## config.mk

```make
export PLATFORM = sky130hd
export DESIGN_NAME = detector_fault_history_log_top
export DESIGN_NICKNAME = d
export VERILOG_FILES = /design/src/rtl/core/fhl_pkg.sv /design/src/rtl/core/fhl_ram.sv /design/src/rtl/core/detector_fault_history_log_top.sv
export VERILOG_INCLUDE_DIRS = /design/src /design/src/rtl/core
export SDC_FILE = /design/constraint.sdc
export NUM_CORES = 2
export LEC_CHECK = 0
export ABC_AREA = 1
export BUFFER_PORTS_ARGS = -buffer_cell sky130_fd_sc_hd__buf_2
export CORE_MARGIN = 5
export CORE_UTILIZATION = 63
export DETAILED_ROUTE_END_ITERATION = 7
export HOLD_SLACK_MARGIN = 0.15
export PLACE_DENSITY_LB_ADDON = 0.3
export SYNTH_ARGS = -nofsm -noshare
export SYNTH_HDL_FRONTEND = slang
export SYNTH_HIERARCHICAL = 1
export SYNTH_SLANG_ARGS = --single-unit
export TNS_END_PERCENT = 1
```

## constraint.sdc

```tcl
create_clock -name clock -period 6 [get_ports clock]
set_clock_uncertainty 0.2 [all_clocks]
set_input_delay 0.9 -clock clock [delete_from_list [all_inputs] [get_ports clock]]
set_output_delay 0.9 -clock clock [all_outputs]
set_load 0.02 [all_outputs]
```

## src/rtl/core/detector_fault_history_log_top_defines.svh

```systemverilog
// assertion macros for the detector fault history log
// used by the top level, which must declare clock and reset
`ifndef DETECTOR_FAULT_HISTORY_LOG_TOP_DEFINES_SVH
`define DETECTOR_FAULT_HISTORY_LOG_TOP_DEFINES_SVH

// property checked on every edge outside reset
`define FHL_ASSERT(label, prop, msg) \
   label: assert property (@(posedge clock) disable iff (reset) prop) else $error(msg);

// property checked on every edge, reset included
`define FHL_ASSERT_ALWAYS(label, prop, msg) \
   label: assert property (@(posedge clock) prop) else $error(msg);

`endif

```

## src/rtl/core/fhl_pkg.sv

```systemverilog
// shared types, sizes and codes for the detector fault history log
// no dependencies
package fhl_pkg;

   localparam int HIST_DEPTH    = 32;
   localparam int NUM_DETECTORS = 64;

   localparam int PTR_W = $clog2(HIST_DEPTH);
   localparam int PF_AW = (NUM_DETECTORS > 1) ? $clog2(NUM_DETECTORS) : 1;

   localparam logic CMD_EVENT = 1'b0;
   localparam logic CMD_READ  = 1'b1;

   localparam logic [1:0] ACT_NONE   = 2'd0;
   localparam logic [1:0] ACT_OPEN   = 2'd1;
   localparam logic [1:0] ACT_CLOSE  = 2'd2;
   localparam logic [1:0] ACT_READ   = 2'd3;

   typedef struct packed {
      logic        cmd;
      logic [5:0]  detector;
      logic [2:0]  new_state;
      logic [31:0] timestamp;
      logic [4:0]  read_index;
   } req_type;

   typedef struct packed {
      logic [1:0]  action;
      logic [4:0]  slot;
      logic [2:0]  period_fault_type;
      logic [5:0]  entry_detector;
      logic [2:0]  entry_fault_type;
      logic [31:0] entry_start_time;
      logic [31:0] entry_end_time;
      logic        entry_open;
      logic        entry_valid;
      logic [4:0]  newest_pointer;
      logic [4:0]  oldest_pointer;
   } rsp_type;

   // one log record minus its end time, which lives in a ram of its own
   typedef struct packed {
      logic [5:0]  detector;
      logic [2:0]  fault_type;
      logic [31:0] start_time;
   } log_word_type;

endpackage

```

## src/rtl/core/fhl_ram.sv

```systemverilog
// generic simple dual port ram, one write and one registered read port
// no dependencies
module fhl_ram #(
   parameter int WIDTH = 8,
   parameter int DEPTH = 32
) (
   input  logic                                       clock,
   input  logic                                       wr_en,
   input  logic [((DEPTH > 1) ? $clog2(DEPTH) : 1)-1:0] wr_addr,
   input  logic [WIDTH-1:0]                           wr_data,
   input  logic                                       rd_en,
   input  logic [((DEPTH > 1) ? $clog2(DEPTH) : 1)-1:0] rd_addr,
   output logic [WIDTH-1:0]                           rd_data
);

   logic [WIDTH-1:0] mem_ff [DEPTH];
   logic [WIDTH-1:0] rd_data_ff;

   always_ff @(posedge clock) begin
      if (wr_en) begin
         mem_ff[wr_addr] <= wr_data;
      end
      if (rd_en) begin
         rd_data_ff <= mem_ff[rd_addr];
      end
   end

   assign rd_data = rd_data_ff;

endmodule

```

## src/rtl/core/detector_fault_history_log_top.sv

```systemverilog
// an event item runs a slot-by-slot search through the log ram, one compare per cycle,
// in ST_SCAN and ST_LAST, then waits in ST_DONE; a read item goes straight to ST_DONE
// one item at a time: no new item is accepted until the result of the last one is issued,
// and the result waits in ST_DONE while results stall
// reset clears pointers, written/closed bits and the period fault valid bits; no clear pass
// depends on fhl_pkg, fhl_ram and detector_fault_history_log_top_defines.svh
`include "detector_fault_history_log_top_defines.svh"

module detector_fault_history_log_top (
   input  logic            clock,
   input  logic            reset,
   input  logic            req_valid,
   output logic            req_ready,
   input  fhl_pkg::req_type req_data,
   output logic            rsp_valid,
   input  logic            rsp_ready,
   output fhl_pkg::rsp_type rsp_data
);

   localparam int D  = fhl_pkg::HIST_DEPTH;
   localparam int PW = fhl_pkg::PTR_W;
   localparam int AW = fhl_pkg::PF_AW;

   typedef enum logic [1:0] {
      ST_IDLE,
      ST_SCAN,
      ST_LAST,
      ST_DONE
   } state_type;

   state_type             state_ff, state_in;
   fhl_pkg::req_type      req_ff, req_in;
   logic [PW-1:0]         addr_ff, addr_in;
   logic                  cmp_vld_ff, cmp_vld_in;
   logic [PW-1:0]         cmp_idx_ff, cmp_idx_in;
   logic                  found_ff, found_in;
   logic [PW-1:0]         found_idx_ff, found_idx_in;
   fhl_pkg::log_word_type found_word_ff, found_word_in;
   logic [PW-1:0]         write_slot_ff, write_slot_in;
   logic [PW-1:0]         oldest_slot_ff, oldest_slot_in;
   logic [D-1:0]          written_ff, written_in;
   logic [D-1:0]          closed_ff, closed_in;
   logic [fhl_pkg::NUM_DETECTORS-1:0] pf_vld_ff, pf_vld_in;
   logic                  rsp_valid_ff, rsp_valid_in;
   fhl_pkg::rsp_type      rsp_data_ff, rsp_data_in;

   logic                  accept;
   logic                  fire;
   logic                  is_evt;
   logic                  do_open;
   logic                  do_close;
   logic                  det_ok;
   logic                  rd_ok;
   logic [PW-1:0]         rd_idx;
   logic [AW-1:0]         pf_idx;
   logic [2:0]            pf_cur;
   logic [2:0]            pf_new;
   logic [PW-1:0]         ws_step;
   logic [PW-1:0]         os_step;
   logic                  found_open;

   logic                  log_rd_en;
   logic [PW-1:0]         log_rd_addr;
   fhl_pkg::log_word_type log_rd_data;
   fhl_pkg::log_word_type log_wr_data;
   logic [31:0]           end_rd_data;
   logic [2:0]            pf_rd_data;
   logic                  pf_wr_en;

   assign req_ready = (state_ff == ST_IDLE);
   assign accept    = req_valid && req_ready;
   assign fire      = (state_ff == ST_DONE) && (!rsp_valid_ff || rsp_ready);

   assign is_evt   = (req_ff.cmd == fhl_pkg::CMD_EVENT);
   assign do_open  = is_evt && (req_ff.new_state != 3'd0) && !found_ff;
   assign do_close = is_evt && (req_ff.new_state == 3'd0) && found_ff;
   assign det_ok   = int'(req_ff.detector) < fhl_pkg::NUM_DETECTORS;
   assign rd_ok    = int'(req_ff.read_index) < D;
   assign rd_idx   = PW'(req_ff.read_index);
   assign pf_idx   = AW'(req_ff.detector);
   assign pf_cur   = pf_vld_ff[pf_idx] ? pf_rd_data : 3'd0;
   assign pf_new   = (pf_cur == 3'd0) ? req_ff.new_state : pf_cur;
   assign pf_wr_en = fire && is_evt && det_ok;

   assign found_open = written_ff[found_idx_ff] && !closed_ff[found_idx_ff];

   // pointers wrap modulo depth minus one, so the top slot stays unused
   assign ws_step = (write_slot_ff == PW'(D - 2)) ? '0 : write_slot_ff + 1'b1;
   assign os_step = (oldest_slot_ff == PW'(D - 2)) ? '0 : oldest_slot_ff + 1'b1;

   // search walks the slots in address order; reads issue the requested slot
   assign log_rd_en   = (state_ff == ST_SCAN) ||
                        (accept && req_data.cmd == fhl_pkg::CMD_READ);
   assign log_rd_addr = (state_ff == ST_SCAN) ? addr_ff : PW'(req_data.read_index);

   assign log_wr_data.detector   = req_ff.detector;
   assign log_wr_data.fault_type = req_ff.new_state;
   assign log_wr_data.start_time = req_ff.timestamp;

   fhl_ram #(
      .WIDTH($bits(fhl_pkg::log_word_type)),
      .DEPTH(D)
   ) u_log_ram (
      .clock  (clock),
      .wr_en  (fire && do_open),
      .wr_addr(write_slot_ff),
      .wr_data(log_wr_data),
      .rd_en  (log_rd_en),
      .rd_addr(log_rd_addr),
      .rd_data(log_rd_data)
   );

   fhl_ram #(
      .WIDTH(32),
      .DEPTH(D)
   ) u_end_ram (
      .clock  (clock),
      .wr_en  (fire && do_close),
      .wr_addr(found_idx_ff),
      .wr_data(req_ff.timestamp),
      .rd_en  (log_rd_en),
      .rd_addr(log_rd_addr),
      .rd_data(end_rd_data)
   );

   fhl_ram #(
      .WIDTH(3),
      .DEPTH(fhl_pkg::NUM_DETECTORS)
   ) u_pf_ram (
      .clock  (clock),
      .wr_en  (pf_wr_en),
      .wr_addr(pf_idx),
      .wr_data(pf_new),
      .rd_en  (accept),
      .rd_addr(AW'(req_data.detector)),
      .rd_data(pf_rd_data)
   );

   always_comb begin
      state_in       = state_ff;
      req_in         = req_ff;
      addr_in        = addr_ff;
      cmp_vld_in     = (state_ff == ST_SCAN);
      cmp_idx_in     = addr_ff;
      found_in       = found_ff;
      found_idx_in   = found_idx_ff;
      found_word_in  = found_word_ff;
      write_slot_in  = write_slot_ff;
      oldest_slot_in = oldest_slot_ff;
      written_in     = written_ff;
      closed_in      = closed_ff;
      pf_vld_in      = pf_vld_ff;
      rsp_valid_in   = rsp_valid_ff && !rsp_ready;
      rsp_data_in    = rsp_data_ff;

      // compare stage, one slot behind the ram address; first match wins
      if (cmp_vld_ff && !found_ff && written_ff[cmp_idx_ff] && !closed_ff[cmp_idx_ff]
          && log_rd_data.detector == req_ff.detector) begin
         found_in      = 1'b1;
         found_idx_in  = cmp_idx_ff;
         found_word_in = log_rd_data;
      end

      unique case (state_ff)
         ST_IDLE: begin
            if (accept) begin
               req_in   = req_data;
               addr_in  = '0;
               found_in = 1'b0;
               state_in = (req_data.cmd == fhl_pkg::CMD_READ) ? ST_DONE : ST_SCAN;
            end
         end
         ST_SCAN: begin
            addr_in = addr_ff + 1'b1;
            if (addr_ff == PW'(D - 1)) begin
               state_in = ST_LAST;
            end
         end
         ST_LAST: begin
            state_in = ST_DONE;
         end
         ST_DONE: begin
            if (fire) begin
               state_in     = ST_IDLE;
               rsp_valid_in = 1'b1;
               rsp_data_in  = '0;
               if (!is_evt) begin
                  rsp_data_in.action = fhl_pkg::ACT_READ;
                  rsp_data_in.slot   = req_ff.read_index;
                  if (rd_ok && written_ff[rd_idx]) begin
                     rsp_data_in.entry_detector   = log_rd_data.detector;
                     rsp_data_in.entry_fault_type = log_rd_data.fault_type;
                     rsp_data_in.entry_start_time = log_rd_data.start_time;
                     rsp_data_in.entry_end_time   = closed_ff[rd_idx] ? end_rd_data : 32'd0;
                     rsp_data_in.entry_open       = !closed_ff[rd_idx];
                     rsp_data_in.entry_valid      = 1'b1;
                  end
               end else begin
                  if (det_ok) begin
                     pf_vld_in[pf_idx]                = 1'b1;
                     rsp_data_in.period_fault_type    = pf_new;
                  end
                  if (do_open) begin
                     written_in[write_slot_ff] = 1'b1;
                     closed_in[write_slot_ff]  = 1'b0;
                     write_slot_in             = ws_step;
                     if (ws_step <= oldest_slot_ff) begin
                        oldest_slot_in = os_step;
                     end
                     rsp_data_in.action           = fhl_pkg::ACT_OPEN;
                     rsp_data_in.slot             = 5'(write_slot_ff);
                     rsp_data_in.entry_detector   = req_ff.detector;
                     rsp_data_in.entry_fault_type = req_ff.new_state;
                     rsp_data_in.entry_start_time = req_ff.timestamp;
                     rsp_data_in.entry_open       = 1'b1;
                     rsp_data_in.entry_valid      = 1'b1;
                  end else if (do_close) begin
                     closed_in[found_idx_ff]      = 1'b1;
                     rsp_data_in.action           = fhl_pkg::ACT_CLOSE;
                     rsp_data_in.slot             = 5'(found_idx_ff);
                     rsp_data_in.entry_detector   = found_word_ff.detector;
                     rsp_data_in.entry_fault_type = found_word_ff.fault_type;
                     rsp_data_in.entry_start_time = found_word_ff.start_time;
                     rsp_data_in.entry_end_time   = req_ff.timestamp;
                     rsp_data_in.entry_valid      = 1'b1;
                  end else begin
                     rsp_data_in.action = fhl_pkg::ACT_NONE;
                  end
               end
               rsp_data_in.newest_pointer = 5'(write_slot_in);
               rsp_data_in.oldest_pointer = 5'(oldest_slot_in);
            end
         end
         default: begin
            state_in = ST_IDLE;
         end
      endcase
   end

   always_ff @(posedge clock) begin
      if (reset) begin
         state_ff       <= ST_IDLE;
         cmp_vld_ff     <= 1'b0;
         found_ff       <= 1'b0;
         write_slot_ff  <= '0;
         oldest_slot_ff <= '0;
         written_ff     <= '0;
         closed_ff      <= '0;
         pf_vld_ff      <= '0;
         rsp_valid_ff   <= 1'b0;
      end else begin
         state_ff       <= state_in;
         cmp_vld_ff     <= cmp_vld_in;
         found_ff       <= found_in;
         write_slot_ff  <= write_slot_in;
         oldest_slot_ff <= oldest_slot_in;
         written_ff     <= written_in;
         closed_ff      <= closed_in;
         pf_vld_ff      <= pf_vld_in;
         rsp_valid_ff   <= rsp_valid_in;
      end
      req_ff        <= req_in;
      addr_ff       <= addr_in;
      cmp_idx_ff    <= cmp_idx_in;
      found_idx_ff  <= found_idx_in;
      found_word_ff <= found_word_in;
      rsp_data_ff   <= rsp_data_in;
   end

   assign rsp_valid = rsp_valid_ff;
   assign rsp_data  = rsp_data_ff;

   `FHL_ASSERT(a_write_slot_range, write_slot_ff != PW'(D - 1), "write slot on unused slot")
   `FHL_ASSERT(a_oldest_slot_range, oldest_slot_ff != PW'(D - 1), "oldest slot on unused slot")
   `FHL_ASSERT(a_found_is_open, (state_ff == ST_DONE && found_ff) |-> found_open, "match not open")
   `FHL_ASSERT(a_rsp_from_done, $rose(rsp_valid_ff) |-> $past(state_ff == ST_DONE), "early result")
   `FHL_ASSERT(a_accept_busy, accept |=> (state_ff != ST_IDLE), "accepted item did not start work")

endmodule

```

-- Word level (Yosys, flattened, before mapping)
Memory sizes are Yosys's and may differ from the RTL's. A register that Yosys moved wholly into a read port is not among the register bits.
Index checks and enable logic that the tools add are counted.
- memory bits (writable): 2528
- memories kept: 3
- register bits after elaboration: 341
- input bits: 51
- word-level logic and storage cells: 161
- memory list (memory ; words ; width ; read ports ; clocked after Yosys merged registers in ; wr ports ; line ; text):
    u_log_ram.mem_ff ; 32 ; 41 ; 1 ; 1 ; 1 ; fhl_ram.sv:16 ; logic [WIDTH-1:0] mem_ff [DEPTH];
    u_end_ram.mem_ff ; 32 ; 32 ; 1 ; 1 ; 1 ; fhl_ram.sv:16 ;
    u_pf_ram.mem_ff ; 64 ; 3 ; 1 ; 1 ; 1 ; fhl_ram.sv:16 ;
- multiplexer cells: 59
- add/sub/neg operators: 3
- equal/unequal tests: 10
- order comparisons: 9
- bitwise gates (word level): 6
- reductions and logical operators: 39
- operators with widths (cell ; number):
    two-way mux 75 bit ; 2
    two-way mux 32 bit ; 4
    two-way mux 73 bit ; 1
    OR 32 bit ; 2
    OR 64 bit ; 1
    two-way mux 5 bit ; 11
    two-way mux 41 bit ; 1
    bitwise AND 32 bit ; 1
    inverter 32 bit ; 1
    < comparator 5 x 6 -> 1 bit, second input constant ; 4
    two-way mux 1 bit ; 22
    binary-select mux 1 bit (select 5 bit) ; 4
    logical AND 1 bit ; 18
    adder 5 x 1 -> 5 bit, second input constant ; 3
    equality test 5 bit, second input constant ; 3
    demux 1 bit (select 5 bit) ; 2
    greater-or-equal comparator 5 x 1 -> 1 bit, second input constant ; 2
    two-way mux 2 bit ; 5
    one-hot mux 5 bit (2 select lines) ; 1
    one-hot mux 2 bit (4 select lines) ; 1
    AND reduction 4 bit ; 2
    < comparator 6 x 7 -> 1 bit, second input constant ; 1
    two-way mux 7 bit ; 1
    binary-select mux 1 bit (select 6 bit) ; 1
    other kinds (19) ; 32

-- Longest topological paths before layout
- depth after elaboration: 8
- mapped depth: 20

-- Cells and area by module
The synthesis kept the hierarchy.
- modules (own cells, without submodules) (module ; area an instance (µm²) ; cells an instance ; instances ; seq. area each (µm²)):
    fhl_ram (u_log_ram) ; 55660.9 ; 4516 ; 1 ; 40629.0
    fhl_ram (u_end_ram) ; 42726.0 ; 3536 ; 1 ; 31710.4
    detector_fault_history_log_top ; 15356.0 ; 1724 ; 1 ; 8758.4
    fhl_ram (u_pf_ram) ; 8225.4 ; 734 ; 1 ; 5855.6

-- Least setup slack after synthesis
OpenSTA, ideal clock, no wires.
- path type: reg-to-reg
- start point: reg req_ff (netlist bit pf_idx[4])
- end point: reg found_idx_ff[0], enable pin
- cell stages (with the launch flop): 6
- slack: 1.518 ns
- data arrival time: 3.819 ns
- clock period less this slack: 4.482 ns
- library setup time: 0.463 ns
- path buffers: 1
- path through: edfxtp_1 buf_2 xnor2_1 nand3_1 nor3_1 a21boi_1
- word-level cells in the longest chain between the ends: 2
- ends and longest elaborated chain (element ; line ; text):
    from (decl) ; detector_fault_history_log_top.sv:32 ; fhl_pkg::req_type req_ff, req_in;
    from (signal assigned) ; detector_fault_history_log_top.sv:262 ; req_ff <= req_in;
    equality test 6 bit ; detector_fault_history_log_top.sv:158 ; && log_rd_data.detector == req_ff.detector) begin
    logical AND 1 bit ; detector_fault_history_log_top.sv:158 ;
    to (signal assigned) ; detector_fault_history_log_top.sv:265 ; found_idx_ff <= found_idx_in;
    to (decl) ; detector_fault_history_log_top.sv:37 ; logic [PW-1:0] found_idx_ff, found_idx_in;
Every way passes these cells.
A chain may end at the register's enable or synchronous reset.

-- Final worst setup path
- start point: in rsp_ready
- end point: mem u_end_ram.mem_ff[20][20] (netlist: u_end_ram/mem_ff[10][20]), enable pin
- word-level cells in the longest chain between the ends: 5
- ends and longest elaborated chain (element ; line ; text):
    from (decl) ; detector_fault_history_log_top.sv:16 ; input logic rsp_ready,
    logical OR 1 bit ; detector_fault_history_log_top.sv:72 ; assign fire = (state_ff == ST_DONE) && (!rsp_valid_ff || rsp_ready);
    logical AND 1 bit ; detector_fault_history_log_top.sv:72 ;
    logical AND 1 bit ; detector_fault_history_log_top.sv:118 ; .wr_en (fire && do_close),
    two-way mux 1 bit ; fhl_ram.sv:20 ; if (wr_en) begin
    two-way mux 1 bit (not written as such) ; fhl_ram.sv:21 ; mem_ff[wr_addr] <= wr_data;
    to (decl) ; fhl_ram.sv:16 ;
Every way passes these cells.

==> flow_summary.json <==
{
  "synth_warnings": 6,
  "synthSimpleGateAreaFrac_pct": 22.6,
  "setup_viol": 0,
  "syn_inst": 10500,
  "ys_seq_elements": 2945,
  "synth_edf_count": 2797,
  "cts_resized": 0,
  "h-tree-depth": 5,
  "finalHoldViolCount": 0,
  "synth-main-ff-cell": "edfxtp_1",
  "routedWlPerCell_microns": 25.2,
  "clkTransAtPathRegs_ns": 0.06,
  "synth_xor_area_share_pct": 0.0431,
  "grt_start_max_net_pins": 227,
  "grt_pass1_vias": 80700,
  "maxSlewViolCount": 0,
  "avgSynthCellArea_sq_um": 11.6,
  "postRouteAntennaNets": 0,
  "drive_above_1_share_pct": 9.88,
  "tritoncts": "done",
  "max_cap_violations": 0,
  "numCtsBuffers": 299,
  "min_period_ns": 4.78,
  "antenna_found_initial": 9,
  "grt_overflow_total": 0,
  "die_width_microns": 450,
  "seq_area_frac_synth_pct": 71.3,
  "place_congestion": 0.900,
  "start_util_pct": 63.3,
  "rsz0062_at_grt": "no",
  "holdBufCountCts": 45,
  "slew_headroom_pct": 6.54,
  "p_per_area_nw_per_um2": 442,
  "yosys.area.top_type_share_pct": 68.9,
  "rows": 161,
  "postCtsSetupBuffers": 0,
  "netlist_area_sq_um": 122000,
  "drc": 10,
  "portBuffers": 147,
  "end_kind": "register",
  "synth_compound_area_share_pct": 1.50,
  "worst-endpoint-required_ns": 6.39,
  "clock_sinks": 2945,
  "finalCritPeriodShare_pct": 79.6,
  "final_nets": 10700,
  "cp_max_fo": 23,
  "dp_hpwl_microns": 178000,
  "critPathKind": "in -> reg",
  "wirelength_microns": 336000,
  "dr.pass1.iters": 8,
  "num_vias": 83700,
  "fillers": 12800,
  "clk_latency_ns": 0.92,
  "arrival_ns": 5.16,
  "layout_common_cells": "nand2_1 (3779), edfxtp_1 (2797), nand3_1 (2059)",
  "synthToLayoutAreaGrowth_pct": 9.57,
  "cp-start-kind": "primary input",
  "synthMuxAreaShare_pct": 0,
  "layout_commonest_cell": "nand2_1",
  "clk_path_buf_depth": 4,
  "async_flop_share_pct": 0,
  "fmax_mhz": 209,
  "violations": "DRC",
  "synth.distinct_cells": 46,
  "synth_fa_ha_area_share_pct": 0.185,
  "tightestPinTransition_ns": 1.40,
  "synth_nets": 10600,
  "drt_iter0_markers": 12800,
  "final_core_util_pct": 69.4,
  "die_y_microns": 450,
  "yosysTopAreaCell": "edfxtp_1",
  "status": "finished with violations",
  "synthTopCellsByArea": "edfxtp_1 (69%), nand2_1 (12%), nand3_1 (8.4%)",
  "root_buffer": "clkbuf_16",
  "core-area_sq_um": 193000,
  "ir_drop_v": 0.000410,
  "hold_class": "reg -> reg",
  "vias_per_cell": 6.28,
  "tns_ns": 0,
  "grt_usage_pct": 32.5,
  "synth_top_family_by_area": "simple AND/OR/NAND/NOR gates",
  "grt_pass1_wl_microns": 496000,
  "ios": 148,
  "r2r_slack_ns": 1.41,
  "power_leakage_nw": 48.6,
  "die-area_sq_um": 203000
}
-- synth_stat cells, types with 5 or more instances --
master / count
buf_8: 5
a22oi_1: 41
nor2_1: 230
nor3_1: 36
o21ai_0: 55
nand3_2: 37
nor2_2: 5
inv_2: 11
clkbuf_1: 83
o221ai_1: 6
nor4_1: 8
dfxtp_1: 148
nor4_4: 7
nand2_2: 192
a21oi_1: 179
xor2_1: 5
edfxtp_1: 2797
nand3_1: 2059
o211ai_1: 15
a211oi_1: 18
inv_1: 204
nand4_1: 10
buf_1: 26
buf_12: 22
o21ai_1: 5
buf_6: 155
ha_1: 18
buf_4: 76
nand2_1: 3783
buf_2: 251
-- metal layers --
layer	GRT usage (%)	share of wire, %	vias to the layer above
li1	-	-	36700
met1	43.2	35	40200
met2	51.6	47	5783
met3	5.71	12	1024
met4	17.7	6.3	0
met5	0	0	-
-- critical path, cell delays in order --
cell           delay (ns)
dlygate4sd3_1        0.52
buf_2                0.10
inv_1                0.06
nand2_1              0.11
nand2_2              0.17
nor2_2               0.54
nand2_1              0.30
inv_1                0.25
nand3_1              0.80
nor2_4               1.05
buf_4                0.33
-- kinds of logic (layout without fill, tap and decap cells) --
group,Yosys count,in the layout
fa+ha+maj,18,18
simple gates,6378,6378
buf+inv,841,1132
xor+xnor,6,6
other cells,0,8
flops,2945,2945
compound gates,322,322
-- power by group --
| part | switching, W | leakage [nW] | internal [W] |
|---|---|---|---|
| logic | 0.0125 | 17.8 | 0.00397 |
| clock network | 0.00746 | 4.43 | 0.0103 |
| registers | 0.000479 | 26.4 | 0.0244 |
| total | 0.0204 | 48.6 | 0.0386 |
-- registers in the layout, summed over array words and instances (netlist names), 2 cells and up --
| register | cells |
|---|---|
| u_end_ram/rd_data | 32 |
| u_end_ram/mem_ff | 1024 |
| found_word_ff | 41 |
| pf_idx | 6 |
| pf_vld_ff | 64 |
| cmp_idx_ff | 5 |
| log_wr_data | 35 |
| u_log_ram/rd_data | 41 |
| u_log_ram/mem_ff | 1312 |
| oldest_slot_ff | 5 |
| u_pf_ram/mem_ff | 192 |
| rd_idx | 5 |
| state_ff | 2 |
| addr_ff | 5 |
| write_slot_ff | 5 |
| rsp_data | 95 |
| found_idx_ff | 5 |
| closed_ff | 32 |
| u_pf_ram/rd_data | 3 |
| written_ff | 32 |
-- worst paths after layout --
| path | from | end | cells after the start |
|---|---|---|---|
| worst max-delay path | rsp_ready | u_end_ram/mem_ff[10][20] | 11 |
| worst min-delay path | addr_ff[3] | cmp_idx_ff[3] | 0 |
| worst max register to register | state_ff[0] | u_end_ram/mem_ff[10][20] | 8 |
| worst min register to register | addr_ff[3] | cmp_idx_ff[3] | 0 |
-- through the flow --
step / cells / power, W / hold WS [ns] / setup WS [ns] / cell area (sq um)
6_report: 13300 / 0.0590 / 0.206 / 1.22 / 134000
5_1_grt: 13300 / 0.0613 / 0.213 / 1.16 / 134000
4_1_cts: 13300 / 0.0587 / 0.173 / 1.41 / 134000
3_5_place_dp: 12800 / 0.0411 / 0.190 / 1.00 / 124000
3_3_place_gp: 12800 / 0.0408 / 0.196 / 1.03 / 124000
2_1_floorplan: 10500 / 0.0366 / 0.148 / 1.52 / 122000
-- layout make-up --
type	count	area, sq um	area share (%)
sequential	2945	87000	65.1
multi-input combinational	6724	30200	22.6
clock buffer	376	7890	5.90
timing repair buffer	398	3300	2.47
tap	2526	3160	2.36
clock inverter	136	1220	0.910
inverter	222	911	0.682
antenna	8	20.0	0.0150
Note: power is estimated with default switching activity, not from simulation.
